[config.mk]
export PLATFORM = sky130hd
export DESIGN_NAME = turbidity_average_calibrate_classify_top
export DESIGN_NICKNAME = d
export VERILOG_FILES = /design/src/hw/rtl/tacc_pkg.sv /design/src/hw/rtl/tacc_regs.sv /design/src/hw/rtl/tacc_ctrl.sv /design/src/hw/rtl/tacc_dp.sv /design/src/hw/rtl/turbidity_average_calibrate_classify_top.sv
export SDC_FILE = /design/constraint.sdc
export NUM_CORES = 2
export LEC_CHECK = 0
export ABC_AREA = 1
export BUFFER_PORTS_ARGS = -buffer_cell sky130_fd_sc_hd__buf_2
export CORE_AREA = 2 2 355 427
export DETAILED_ROUTE_END_ITERATION = 8
export DIE_AREA = 0 0 357 429
export PLACE_DENSITY = 0.66
export SLEW_MARGIN = 15
export SYNTH_ARGS = -nofsm -noshare
export SYNTH_HDL_FRONTEND = slang
export SYNTH_SLANG_ARGS = --single-unit
[constraint.sdc]
create_clock -name clk -period 13.05 [get_ports clk]
set_clock_uncertainty 0.1 [all_clocks]
set_input_delay 2.61 -clock clk [delete_from_list [all_inputs] [get_ports clk]]
set_output_delay 2.61 -clock clk [all_outputs]
set_load 0.02 [all_outputs]
[src/hw/rtl/tacc_pkg.sv]
// Types and constants of the turbidity averaging / calibration block.
// Used by tacc_regs, tacc_ctrl, tacc_dp and the top level; no dependencies.
package tacc_pkg;

    localparam int SAMPLE_W    = 10;
    localparam int SUM_W       = 16;
    localparam int CNT_W       = 6;
    localparam int MEAN_W      = 18;
    localparam int VALUE_W     = 32;
    localparam int QUAL_W      = 2;
    localparam int COEF_W      = 48;
    localparam int THR_W       = 10;
    localparam int ACC_W       = 96;
    localparam int CHUNK_W     = 32;
    localparam int PROD_W      = 52;
    localparam int DIVIDEND_W  = 24;
    localparam int RECIP_W     = 32;
    localparam int RECIP_SHIFT = 31;
    localparam int DIVPROD_W   = DIVIDEND_W + RECIP_W;
    localparam int APB_DATA_W  = 64;
    localparam int APB_ADDR_W  = 6;
    localparam int REG_IDX_W   = 3;

    // Register indexes (byte address is 8 * index)
    localparam logic [REG_IDX_W-1:0] REG_POLY_ENABLE     = 3'd0;
    localparam logic [REG_IDX_W-1:0] REG_COEF_CUBIC      = 3'd1;
    localparam logic [REG_IDX_W-1:0] REG_COEF_SQUARE     = 3'd2;
    localparam logic [REG_IDX_W-1:0] REG_COEF_LINEAR     = 3'd3;
    localparam logic [REG_IDX_W-1:0] REG_COEF_OFFSET     = 3'd4;
    localparam logic [REG_IDX_W-1:0] REG_CLEAR_THRESHOLD = 3'd5;
    localparam logic [REG_IDX_W-1:0] REG_MURKY_THRESHOLD = 3'd6;

    // Quality codes
    localparam logic [QUAL_W-1:0] QUAL_CLEAR  = 2'd0;
    localparam logic [QUAL_W-1:0] QUAL_MURKY  = 2'd1;
    localparam logic [QUAL_W-1:0] QUAL_TURBID = 2'd2;

    // Horner sequencing: three 32-bit chunks of the accumulator, three terms
    localparam logic [1:0] CHUNK_LAST = 2'd2;
    localparam logic [1:0] TERM_LAST  = 2'd2;

    localparam logic [VALUE_W-1:0] VALUE_MAX = 32'h7fff_ffff;
    localparam logic [VALUE_W-1:0] VALUE_MIN = 32'h8000_0000;

    typedef struct packed {
        logic              poly_enable;
        logic [COEF_W-1:0] coef_cubic;
        logic [COEF_W-1:0] coef_square;
        logic [COEF_W-1:0] coef_linear;
        logic [COEF_W-1:0] coef_offset;
        logic [THR_W-1:0]  clear_threshold;
        logic [THR_W-1:0]  murky_threshold;
    } tacc_cfg_t;

    typedef enum logic [3:0] {
        ST_IDLE,
        ST_DIV_MUL,
        ST_DIV_Q,
        ST_POLY_LOAD,
        ST_POLY_MUL,
        ST_POLY_ADD,
        ST_POLY_STEP,
        ST_POLY_ROUND,
        ST_OUT
    } tacc_state_t;

    typedef struct packed {
        logic take;
        logic div_mul;
        logic div_q;
        logic poly_load;
        logic mul;
        logic add;
        logic step;
        logic round;
        logic out_load;
    } tacc_cmd_t;

    typedef struct packed {
        logic group_last;
        logic chunk_last;
        logic term_last;
        logic out_free;
    } tacc_status_t;

endpackage

[src/hw/rtl/tacc_regs.sv]
// Configuration register file with an APB-style slave port.
// Depends on tacc_pkg for the register map and the config struct.
module tacc_regs (
    input  logic                           clk,
    input  logic                           rst_n,
    input  logic                           psel,
    input  logic                           penable,
    input  logic                           pwrite,
    input  logic [tacc_pkg::APB_ADDR_W-1:0] paddr,
    input  logic [tacc_pkg::APB_DATA_W-1:0] pwdata,
    output logic [tacc_pkg::APB_DATA_W-1:0] prdata,
    output logic                           pready,
    output tacc_pkg::tacc_cfg_t            cfg
);
    import tacc_pkg::*;

    tacc_cfg_t             cfg_reg;
    tacc_cfg_t             cfg_next;
    logic [REG_IDX_W-1:0]  reg_idx;
    logic                  wr_en;

    assign reg_idx = paddr[APB_ADDR_W-1:APB_ADDR_W-REG_IDX_W];
    assign wr_en   = psel && penable && pwrite;
    assign pready  = 1'b1;
    assign cfg     = cfg_reg;

    always_comb
    begin
        cfg_next = cfg_reg;
        if (wr_en)
        begin
            unique case (reg_idx)
                REG_POLY_ENABLE:     cfg_next.poly_enable     = pwdata[0];
                REG_COEF_CUBIC:      cfg_next.coef_cubic      = pwdata[COEF_W-1:0];
                REG_COEF_SQUARE:     cfg_next.coef_square     = pwdata[COEF_W-1:0];
                REG_COEF_LINEAR:     cfg_next.coef_linear     = pwdata[COEF_W-1:0];
                REG_COEF_OFFSET:     cfg_next.coef_offset     = pwdata[COEF_W-1:0];
                REG_CLEAR_THRESHOLD: cfg_next.clear_threshold = pwdata[THR_W-1:0];
                REG_MURKY_THRESHOLD: cfg_next.murky_threshold = pwdata[THR_W-1:0];
                default:             cfg_next = cfg_reg;
            endcase
        end
    end

    always_comb
    begin
        unique case (reg_idx)
            REG_POLY_ENABLE:     prdata = APB_DATA_W'(cfg_reg.poly_enable);
            REG_COEF_CUBIC:      prdata = APB_DATA_W'(cfg_reg.coef_cubic);
            REG_COEF_SQUARE:     prdata = APB_DATA_W'(cfg_reg.coef_square);
            REG_COEF_LINEAR:     prdata = APB_DATA_W'(cfg_reg.coef_linear);
            REG_COEF_OFFSET:     prdata = APB_DATA_W'(cfg_reg.coef_offset);
            REG_CLEAR_THRESHOLD: prdata = APB_DATA_W'(cfg_reg.clear_threshold);
            REG_MURKY_THRESHOLD: prdata = APB_DATA_W'(cfg_reg.murky_threshold);
            default:             prdata = '0;
        endcase
    end

    always_ff @(posedge clk or negedge rst_n)
    begin
        if (!rst_n)
        begin
            cfg_reg <= '0;
        end
        else
        begin
            cfg_reg <= cfg_next;
        end
    end

endmodule

[src/hw/rtl/tacc_ctrl.sv]
// Controller state machine: sequences accumulation, division, Horner steps
// and the output load. Depends on tacc_pkg for states, commands and status.
module tacc_ctrl (
    input  logic                   clk,
    input  logic                   rst_n,
    input  logic                   in_valid,
    input  logic                   poly_enable,
    input  tacc_pkg::tacc_status_t status,
    output logic                   in_stall,
    output tacc_pkg::tacc_cmd_t    cmd
);
    import tacc_pkg::*;

    tacc_state_t state_reg;
    tacc_state_t state_next;

    always_comb
    begin
        state_next = state_reg;
        unique case (state_reg)
            ST_IDLE:
            begin
                if (in_valid && status.group_last)
                begin
                    state_next = ST_DIV_MUL;
                end
            end
            ST_DIV_MUL:    state_next = ST_DIV_Q;
            ST_DIV_Q:      state_next = poly_enable ? ST_POLY_LOAD : ST_OUT;
            ST_POLY_LOAD:  state_next = ST_POLY_MUL;
            ST_POLY_MUL:   state_next = ST_POLY_ADD;
            ST_POLY_ADD:   state_next = status.chunk_last ? ST_POLY_STEP : ST_POLY_MUL;
            ST_POLY_STEP:  state_next = status.term_last ? ST_POLY_ROUND : ST_POLY_MUL;
            ST_POLY_ROUND: state_next = ST_OUT;
            ST_OUT:
            begin
                if (status.out_free)
                begin
                    state_next = ST_IDLE;
                end
            end
            default:       state_next = ST_IDLE;
        endcase
    end

    always_comb
    begin
        cmd      = '0;
        in_stall = 1'b1;
        unique case (state_reg)
            ST_IDLE:
            begin
                in_stall = 1'b0;
                cmd.take = in_valid;
            end
            ST_DIV_MUL:    cmd.div_mul   = 1'b1;
            ST_DIV_Q:      cmd.div_q     = 1'b1;
            ST_POLY_LOAD:  cmd.poly_load = 1'b1;
            ST_POLY_MUL:   cmd.mul       = 1'b1;
            ST_POLY_ADD:   cmd.add       = 1'b1;
            ST_POLY_STEP:  cmd.step      = 1'b1;
            ST_POLY_ROUND: cmd.round     = 1'b1;
            ST_OUT:        cmd.out_load  = status.out_free;
            default:       cmd           = '0;
        endcase
    end

    always_ff @(posedge clk or negedge rst_n)
    begin
        if (!rst_n)
        begin
            state_reg <= ST_IDLE;
        end
        else
        begin
            state_reg <= state_next;
        end
    end

endmodule

[src/hw/rtl/tacc_dp.sv]
// Datapath: sample accumulator, reciprocal divider, chunked Horner
// multiplier, classifier and output register. Depends on tacc_pkg.
module tacc_dp #(
    parameter int SAMPLES_PER_RESULT = 10
) (
    input  logic                           clk,
    input  logic                           rst_n,
    input  tacc_pkg::tacc_cmd_t            cmd,
    input  tacc_pkg::tacc_cfg_t            cfg,
    input  logic [tacc_pkg::SAMPLE_W-1:0]  adc_sample,
    input  logic                           out_stall,
    output tacc_pkg::tacc_status_t         status,
    output logic                           out_valid,
    output logic [tacc_pkg::MEAN_W-1:0]    mean_q,
    output logic [tacc_pkg::VALUE_W-1:0]   value_q,
    output logic [tacc_pkg::QUAL_W-1:0]    quality,
    output logic                           saturated
);
    import tacc_pkg::*;

    localparam logic [CNT_W-1:0]      LAST_CNT  = CNT_W'(SAMPLES_PER_RESULT - 1);
    localparam logic [6:0]            N_VAL     = 7'(SAMPLES_PER_RESULT);
    localparam logic [DIVIDEND_W-1:0] HALF_N    = DIVIDEND_W'(SAMPLES_PER_RESULT / 2);
    // ceil(2^31 / N): exact quotient for every dividend below 2^24
    localparam logic [RECIP_W-1:0]    RECIP     =
        RECIP_W'(((64'd1 << RECIP_SHIFT) + 64'(SAMPLES_PER_RESULT) - 64'd1)
                 / 64'(SAMPLES_PER_RESULT));
    localparam logic [ACC_W-1:0]      STEP_HALF = ACC_W'(128);
    localparam logic [ACC_W-1:0]      OUT_HALF  = ACC_W'(1) << 23;

    // accumulation
    logic [SUM_W-1:0]     sum_reg, sum_next;
    logic [CNT_W-1:0]     cnt_reg, cnt_next;
    logic [SUM_W-1:0]     hold_sum_reg, hold_sum_next;
    logic [SUM_W-1:0]     sum_add;
    // division and classification
    logic [DIVIDEND_W-1:0] dividend;
    logic [DIVPROD_W-1:0]  divprod_reg, divprod_next;
    logic [MEAN_W-1:0]     mean_reg, mean_next;
    logic [QUAL_W-1:0]     qual_reg, qual_next;
    logic [16:0]           clear_lim;
    logic [16:0]           murky_lim;
    // Horner evaluation
    logic signed [ACC_W-1:0]  acc_reg, acc_next;
    logic signed [ACC_W-1:0]  pacc_reg, pacc_next;
    logic signed [PROD_W-1:0] prod_reg, prod_next;
    logic [1:0]               chunk_reg, chunk_next;
    logic [1:0]               term_reg, term_next;
    logic signed [CHUNK_W:0]  chunk_op;
    logic signed [MEAN_W:0]   x_op;
    logic [ACC_W-1:0]         prod_ext;
    logic [ACC_W-1:0]         prod_shift;
    logic [COEF_W-1:0]        coef_sel;
    logic signed [ACC_W-1:0]  step_round;
    logic signed [ACC_W-1:0]  out_round;
    logic                     clip;
    logic [VALUE_W-1:0]       val_reg, val_next;
    logic                     sat_reg, sat_next;
    // output register
    logic                 out_valid_reg, out_valid_next;
    logic [MEAN_W-1:0]    mean_out_reg, mean_out_next;
    logic [VALUE_W-1:0]   value_out_reg, value_out_next;
    logic [QUAL_W-1:0]    qual_out_reg, qual_out_next;
    logic                 sat_out_reg, sat_out_next;

    assign sum_add   = sum_reg + SUM_W'(adc_sample);
    assign dividend  = {hold_sum_reg, 8'b0} + HALF_N;
    assign clear_lim = {10'b0, N_VAL} * {7'b0, cfg.clear_threshold};
    assign murky_lim = {10'b0, N_VAL} * {7'b0, cfg.murky_threshold};

    always_comb
    begin
        case (chunk_reg)
            2'd0:    chunk_op = $signed({1'b0, acc_reg[CHUNK_W-1:0]});
            2'd1:    chunk_op = $signed({1'b0, acc_reg[2*CHUNK_W-1:CHUNK_W]});
            default: chunk_op = $signed({acc_reg[ACC_W-1], acc_reg[ACC_W-1:2*CHUNK_W]});
        endcase
    end

    assign x_op     = $signed({1'b0, mean_reg});
    assign prod_ext = {{(ACC_W-PROD_W){prod_reg[PROD_W-1]}}, prod_reg};

    always_comb
    begin
        case (chunk_reg)
            2'd0:    prod_shift = prod_ext;
            2'd1:    prod_shift = prod_ext << CHUNK_W;
            default: prod_shift = prod_ext << (2 * CHUNK_W);
        endcase
    end

    always_comb
    begin
        case (term_reg)
            2'd0:    coef_sel = cfg.coef_square;
            2'd1:    coef_sel = cfg.coef_linear;
            default: coef_sel = cfg.coef_offset;
        endcase
    end

    assign step_round = $signed(pacc_reg + STEP_HALF) >>> 8;
    assign out_round  = $signed(acc_reg + OUT_HALF) >>> 24;
    assign clip       = (out_round[ACC_W-1:VALUE_W-1] != '0)
                     && (out_round[ACC_W-1:VALUE_W-1] != '1);

    always_comb
    begin
        sum_next       = sum_reg;
        cnt_next       = cnt_reg;
        hold_sum_next  = hold_sum_reg;
        divprod_next   = divprod_reg;
        mean_next      = mean_reg;
        qual_next      = qual_reg;
        acc_next       = acc_reg;
        pacc_next      = pacc_reg;
        prod_next      = prod_reg;
        chunk_next     = chunk_reg;
        term_next      = term_reg;
        val_next       = val_reg;
        sat_next       = sat_reg;
        mean_out_next  = mean_out_reg;
        value_out_next = value_out_reg;
        qual_out_next  = qual_out_reg;
        sat_out_next   = sat_out_reg;

        if (cmd.take)
        begin
            if (cnt_reg == LAST_CNT)
            begin
                hold_sum_next = sum_add;
                sum_next      = '0;
                cnt_next      = '0;
            end
            else
            begin
                sum_next = sum_add;
                cnt_next = cnt_reg + CNT_W'(1);
            end
        end

        if (cmd.div_mul)
        begin
            divprod_next = {{RECIP_W{1'b0}}, dividend} * {{DIVIDEND_W{1'b0}}, RECIP};
        end

        if (cmd.div_q)
        begin
            mean_next = divprod_reg[RECIP_SHIFT +: MEAN_W];
            if ({1'b0, hold_sum_reg} > clear_lim)
            begin
                qual_next = QUAL_CLEAR;
            end
            else if ({1'b0, hold_sum_reg} > murky_lim)
            begin
                qual_next = QUAL_MURKY;
            end
            else
            begin
                qual_next = QUAL_TURBID;
            end
        end

        if (cmd.poly_load)
        begin
            acc_next   = {{(ACC_W-COEF_W){cfg.coef_cubic[COEF_W-1]}}, cfg.coef_cubic};
            pacc_next  = '0;
            chunk_next = '0;
            term_next  = '0;
        end

        if (cmd.mul)
        begin
            prod_next = PROD_W'(chunk_op * x_op);
        end

        if (cmd.add)
        begin
            pacc_next  = pacc_reg + prod_shift;
            chunk_next = chunk_reg + 2'd1;
        end

        if (cmd.step)
        begin
            acc_next   = step_round + {{(ACC_W-COEF_W){coef_sel[COEF_W-1]}}, coef_sel};
            pacc_next  = '0;
            chunk_next = '0;
            term_next  = term_reg + 2'd1;
        end

        if (cmd.round)
        begin
            sat_next = clip;
            if (!clip)
            begin
                val_next = out_round[VALUE_W-1:0];
            end
            else if (out_round[ACC_W-1])
            begin
                val_next = VALUE_MIN;
            end
            else
            begin
                val_next = VALUE_MAX;
            end
        end

        if (cmd.out_load)
        begin
            mean_out_next  = mean_reg;
            qual_out_next  = qual_reg;
            value_out_next = cfg.poly_enable ? val_reg : VALUE_W'(mean_reg);
            sat_out_next   = cfg.poly_enable && sat_reg;
        end
    end

    // hold while the receiver stalls, drop once the transfer completes
    always_comb
    begin
        if (cmd.out_load)
        begin
            out_valid_next = 1'b1;
        end
        else
        begin
            out_valid_next = out_valid_reg && out_stall;
        end
    end

    assign status.group_last = (cnt_reg == LAST_CNT);
    assign status.chunk_last = (chunk_reg == CHUNK_LAST);
    assign status.term_last  = (term_reg == TERM_LAST);
    assign status.out_free   = !out_valid_reg || !out_stall;

    assign out_valid = out_valid_reg;
    assign mean_q    = mean_out_reg;
    assign value_q   = value_out_reg;
    assign quality   = qual_out_reg;
    assign saturated = sat_out_reg;

    always_ff @(posedge clk or negedge rst_n)
    begin
        if (!rst_n)
        begin
            sum_reg       <= '0;
            cnt_reg       <= '0;
            chunk_reg     <= '0;
            term_reg      <= '0;
            out_valid_reg <= 1'b0;
        end
        else
        begin
            sum_reg       <= sum_next;
            cnt_reg       <= cnt_next;
            chunk_reg     <= chunk_next;
            term_reg      <= term_next;
            out_valid_reg <= out_valid_next;
        end
    end

    always_ff @(posedge clk)
    begin
        hold_sum_reg  <= hold_sum_next;
        divprod_reg   <= divprod_next;
        mean_reg      <= mean_next;
        qual_reg      <= qual_next;
        acc_reg       <= acc_next;
        pacc_reg      <= pacc_next;
        prod_reg      <= prod_next;
        val_reg       <= val_next;
        sat_reg       <= sat_next;
        mean_out_reg  <= mean_out_next;
        value_out_reg <= value_out_next;
        qual_out_reg  <= qual_out_next;
        sat_out_reg   <= sat_out_next;
    end

endmodule

[src/hw/rtl/turbidity_average_calibrate_classify_top.sv]
// Top level of the turbidity averaging, calibration and classification block.
// Instantiates tacc_regs, tacc_ctrl and tacc_dp; depends on tacc_pkg.
//
// Usage:
//   Input channel (in_valid / in_stall / adc_sample) takes one 10-bit reading
//   per transfer. Samples that do not close a group are taken one per cycle
//   while idle. The sample that closes a group of SAMPLES_PER_RESULT starts
//   the result computation; in_stall stays high until the result is in the
//   output register: reciprocal multiply, quotient, then with poly_enable set
//   a load, three Horner steps (the 96-bit accumulator multiplied in three
//   32-bit chunks, a multiply and an add each) and a final rounding.
//   Output channel (out_valid / out_stall) carries mean_q, value_q, quality
//   and saturated. The output register holds its result while out_stall is
//   high; the next group's samples are still taken meanwhile, and a finished
//   group waits in its last state until the output register is free.
//   Configuration goes through the APB port (64-bit data, register i at byte
//   address 8*i); it must be written only while the block is idle, which the
//   block does not enforce. Reset (rst_n low) clears the sum, the sample
//   count, the configuration and control registers and the output valid flag.
module turbidity_average_calibrate_classify_top #(
    parameter int SAMPLES_PER_RESULT = 10
) (
    input  logic                            clk,
    input  logic                            rst_n,
    input  logic                            psel,
    input  logic                            penable,
    input  logic                            pwrite,
    input  logic [tacc_pkg::APB_ADDR_W-1:0] paddr,
    input  logic [tacc_pkg::APB_DATA_W-1:0] pwdata,
    output logic [tacc_pkg::APB_DATA_W-1:0] prdata,
    output logic                            pready,
    input  logic                            in_valid,
    output logic                            in_stall,
    input  logic [tacc_pkg::SAMPLE_W-1:0]   adc_sample,
    output logic                            out_valid,
    input  logic                            out_stall,
    output logic [tacc_pkg::MEAN_W-1:0]     mean_q,
    output logic [tacc_pkg::VALUE_W-1:0]    value_q,
    output logic [tacc_pkg::QUAL_W-1:0]     quality,
    output logic                            saturated
);
    import tacc_pkg::*;

    tacc_cfg_t    cfg;
    tacc_cmd_t    cmd;
    tacc_status_t status;

    tacc_regs u_regs (
        .clk     (clk),
        .rst_n   (rst_n),
        .psel    (psel),
        .penable (penable),
        .pwrite  (pwrite),
        .paddr   (paddr),
        .pwdata  (pwdata),
        .prdata  (prdata),
        .pready  (pready),
        .cfg     (cfg)
    );

    tacc_ctrl u_ctrl (
        .clk         (clk),
        .rst_n       (rst_n),
        .in_valid    (in_valid),
        .poly_enable (cfg.poly_enable),
        .status      (status),
        .in_stall    (in_stall),
        .cmd         (cmd)
    );

    tacc_dp #(
        .SAMPLES_PER_RESULT (SAMPLES_PER_RESULT)
    ) u_dp (
        .clk        (clk),
        .rst_n      (rst_n),
        .cmd        (cmd),
        .cfg        (cfg),
        .adc_sample (adc_sample),
        .out_stall  (out_stall),
        .status     (status),
        .out_valid  (out_valid),
        .mean_q     (mean_q),
        .value_q    (value_q),
        .quality    (quality),
        .saturated  (saturated)
    );

endmodule

* Word level (Yosys, flattened, before mapping)
Index checks and enable logic that the tools add are counted.
Word-level totals: output and inout port bits 120, register bits 659
Cells by class: equal/unequal tests 22, multipliers 4, magnitude comparators 2, muxes and demuxes 35, $add $sub $neg 9, reduce and logical (&&, ||, !) cells 26
Operators with widths (count):
- $mux W96 | 4
- $pmux W48 S7 | 1
- $pmux W96 S2 | 1
- $add A96 B24 Y96 const B | 1
- $add A96 B8 Y96 const B | 1
- $add A96 B96 Y96 | 1
- $pmux W48 S2 | 1
- $add A88 B48 Y89 | 1
- $pmux W33 S2 | 1
- $ne A65 B65 Y1 const B | 1
- $reduce_bool A65 Y1 | 1
- $mux W32 | 2
- $mul A33 B19 Y52 | 1
- $mul A24 B28 Y49 const B | 1
- $pmux W4 S9 | 1
- $gt A16 B14 Y1 | 2
- $mul A3 B10 Y13 const A | 2
- $add A24 B3 Y24 const B | 1
- $mux W18 | 1
- $reduce_and A2 Y1 | 9
- $add A16 B10 Y16 | 1
- $eq A4 B3 Y1 const B | 4
- $mux W16 | 1
- $mux W2 | 7
- 23 further kinds | 51

* Depth between registers and ports, before layout
depth after elaboration 5, mapped depth 34, mapped depth without buffers 33

* Hierarchy
A second synthesis with hierarchy kept.
Unflattened totals: cells, all modules 10431, area total of the unflattened synthesis 75092.0 um^2
Modules (own cells, without submodules):
- tacc_dp | cells each 9122, sequential area each 11035.6 um^2, times used 1, area each 64553.2 um^2
- tacc_regs | cells each 1263, sequential area each 5330.1 um^2, times used 1, area each 10228.6 um^2
- tacc_ctrl | cells each 46, sequential area each 100.1 um^2, times used 1, area each 310.3 um^2

* Worst setup path after synthesis
Ideal clock, no wire load.
path kind register to register, from register u_dp.chunk_reg[1], to register u_dp.prod_reg[50], data pin, data required time 12.688 ns, data arrival time 6.851 ns, path slack 5.837 ns, library setup time 0.262 ns, clock period less this slack 7.213 ns, cell stages (with the launch flop) 29, cell sequence dfrtp_1 inv_1 ha_1 buf_2 nor2_1 inv_1 nor2_1 clkinv_1 clkbuf_1 nor2_1 fa_1 inv_1 fa_1 inv_1 fa_1 fa_1 fa_1 inv_1 fa_1 inv_1 ha_1 nand2_1 nor2_1 inv_1 nor3_1 nand3_1 nand3_1 a21oi_1 xor2_1
On the way: cells in the longest elaborated chain, start to end 3, elaborated cells on any way between the ends 4
Ends and longest elaborated chain:
- from (decl) | line tacc_dp.sv:47 | logic [1:0] chunk_reg, chunk_next;
- from (signal assigned) | line tacc_dp.sv:254 | chunk_reg <= chunk_next;
- $eq A2 B1 Y1 / $logic_not A2 Y1 (equally long branches) | line tacc_dp.sv:73 | case (chunk_reg)
- $pmux W33 S2 (*) | line tacc_dp.sv:73
- $mul A33 B19 Y52 (*) | line tacc_dp.sv:173 | prod_next = PROD_W'(chunk_op * x_op);
- to (signal assigned) | line tacc_dp.sv:268 | prod_reg <= prod_next;
- to (decl) | line tacc_dp.sv:46 | logic signed [PROD_W-1:0] prod_reg, prod_next;
Mark *: on every way between the ends. The rest lies on a longest branch, timed or not. A chain may end at the register's enable or synchronous reset.

* Final worst setup path
from register u_dp.chunk_reg[1], to register u_dp.prod_reg[49], data pin
The elaborated chain is that of the path after synthesis.

==> reports/results.txt <==
Post-DR wirelength/cell: 24.5 um
Root Buffer: clkbuf_16
Initial DRC Count: 6,660
First-pass GRT wire length: 440 mm
Clock Pin Slew Worst Setup and Hold Paths: 0.06 ns
Clk_lat worst skew: 0.73 ns
Nets: 11,600
Gr ovfl total: 0
Most common cell after layout, fill and taps aside: nand2_1
Tightest Pin Transition: 1.39 ns
Flops & latches, synth: 621
Number of core rows: 155
Hold-fix buffers, CTS: 0
Distinct cells, synth: 57
Largest register FFs: 213
Async S/R FF share, synth: 39.3%
CTS Buffer Depth: 3
Drt pass-1 iters: 6
Adder-Cell Fraction of Synth Area: 27.7%
Synth Flop Type: edfxtp_1
Post-DRT Antenna Nets: 0
Die area: 0.153 sq mm
Sink Count: 621
Run status: finished clean
Most frequent cells in the layout: nand2_1 (2,139), inv_1 (1,981), nor2_1 (1,206)
Post-CTS Setup Bufs: 0
Simple-gate share of the synthesized area: 22.0%
Synth area leader: fa_1
Area Overhead vs Synth: 7.70%
Startpoint Class: flip-flop
Post-CTS sizing: 0
CTS buffer count: 73
Htree depth: 3
Post-Synth XOR/XNOR Area: 3.17%
Syn Std Cell Area: 0.0740 sq mm
Die W: 357 um
All-Layer GR Usage: 39.1%
Largest family of logic cells by synthesized area: adder cells
Core Area: 0.149 sq mm
Synth Instances: 10,100
Via count: 70,100
Fraction of synthesized area in multiplexers: 0%
Critical path's top delay family: adder cells
Setup TNS: 0 ns
RSZ-0062 raised after global routing: false
Worst Setup End Kind: flip-flop
Clock period minus final worst setup slack: 9.20 ns
Worst rel slew slack: 6.48%
Slowest CP cell: a31oi_1
CTS tree: yes
Worst-path maximum fanout: 62
Slew Limit Fails: 0
Max cap viols: 0
Vias in the first global route: 69,800
I/O pin total: 207
Compound-gate portion of the synthesized area: 13.3%
Fmax: 109 MHz
Synth area leaders: fa_1 (18%), edfxtp_1 (11%), nand2_1 (11%)
Initial Utilization: 49.8%
Critical path arrival: 9.54 ns
Initial antenna violation count: 11
Final hold vios: 0
Buf/Inv on CP: 9
Drt drc: 0
Number of enable flip-flop cells after synthesis: 281
Setup violations, final: 0
Ys Warns: 0
Most common cell on crit path: inv_1
Port Buffers: 170
Crit-path max cell delay: 0.79 ns
Synthesized area per cell: 7.30 sq um
CP Data Required Time: 13.39 ns
Vias per cell: 5.71
Final Wtd Congestion: 1.04
Layout cells sized above 1: 4.54%
Post-synthesis sequential area ratio: 22.3%
Share of the synthesized area in the top cell type: 18.3%
CP Class: reg2reg
Period utilization: 70.5%
Post-detail-place hpwl: 248 mm
Largest net degree at the start of global routing: 148
DIE HEIGHT: 429 um
Post-Route WL: 300 mm
HP Class: reg2reg
[through the flow]
stage	util, %	setup slack (ns)	area, sq um	hold WS [ns]	cells
CTS	53.6	4.03	79600	0.320	12300
global placement	51.9	4.17	77100	0.305	12100
finish	53.6	3.85	79700	0.319	12300
detailed placement	51.9	4.07	77100	0.305	12100
global route	53.6	3.44	79700	0.328	12300
floorplan	-	5.84	74000	0.300	10200
[layer usage]
metal | routed length (um) | vias to the layer above | share of wire (%) | track usage (%)
met1 | 113000 | 33600 | 38 | 47.3
li1 | - | 32400 | - | -
met5 | 83 | - | 0.028 | 0
met4 | 24500 | 12 | 8.2 | 26.5
met3 | 23600 | 863 | 7.8 | 6.50
met2 | 139000 | 3153 | 46 | 63.6
[cells in the mapped netlist, drive strengths merged (2+ instances only)]
cell type / n
dfxtp: 96
edfxtp: 281
o31ai: 2
nor2: 1229
a221oi: 8
or2: 15
conb: 2
nor4: 43
and2: 3
a22o: 22
inv: 1990
nand3: 275
nand2: 2158
a21o: 30
o21bai: 53
clkbuf: 198
o2111ai: 12
xnor2: 73
nor3b: 3
o221ai: 42
xor2: 195
fa: 677
o21ai: 794
a31oi: 42
a21boi: 17
nand3b: 21
ha: 553
o21a: 31
a211oi: 7
a21oi: 574
o22ai: 48
clkinv: 29
buf: 46
dfrtp: 244
nand4: 106
o211ai: 22
a221o: 30
and3: 9
a22oi: 19
nor3: 137
[final timing paths]
check	start	endpoint	slack [ns]	cells past startpoint
setup / recovery	u_dp.chunk_reg[1]	u_dp.prod_reg[49]	3.85	29
hold / removal	u_dp.divprod_reg[41]	u_dp.mean_reg[10]	0.32	0
setup reg to reg	u_dp.chunk_reg[1]	u_dp.prod_reg[49]	3.85	29
hold reg to reg	u_dp.divprod_reg[41]	u_dp.mean_reg[10]	0.32	0
max in group asynchronous	rst_n	u_regs.cfg[212]	8.90	4
min in group asynchronous	rst_n	u_regs.cfg[87]	1.71	1
[cell type report]
type	instances	area (sq um)
Tap cell	1962	2450
Clock buffer	90	1970
Fill cell	14700	68900
Sequential cell	621	16500
Inverter	2019	7580
Multi-Input combinational cell	7270	49100
Clock inverter	42	536
Timing Repair Buffer	265	1590
Antenna cell	5	12.5
[logic make-up (layout without fill, tap and decap cells)]
logic type / count (synthesis) / count (layout)
buf+inv: 2263 / 2416
other cells: 2 / 22
compound gates: 1756 / 1756
flops: 621 / 621
simple gates: 3999 / 3999
fa+ha+maj: 1230 / 1230
xor+xnor: 268 / 268
[worst register-to-register path: cells and delay by family (launching register included)]
kind	cells	cell delay, ns
xor+xnor	1	0.09
flops	1	0.39
fa+ha+maj	8	3.70
compound gates	3	1.37
buf+inv	9	2.01
simple gates	8	1.26
Power is left out: the tool's default activity adds up to more than one toggle a clock period on the data nets, which glitch-free logic cannot reach.
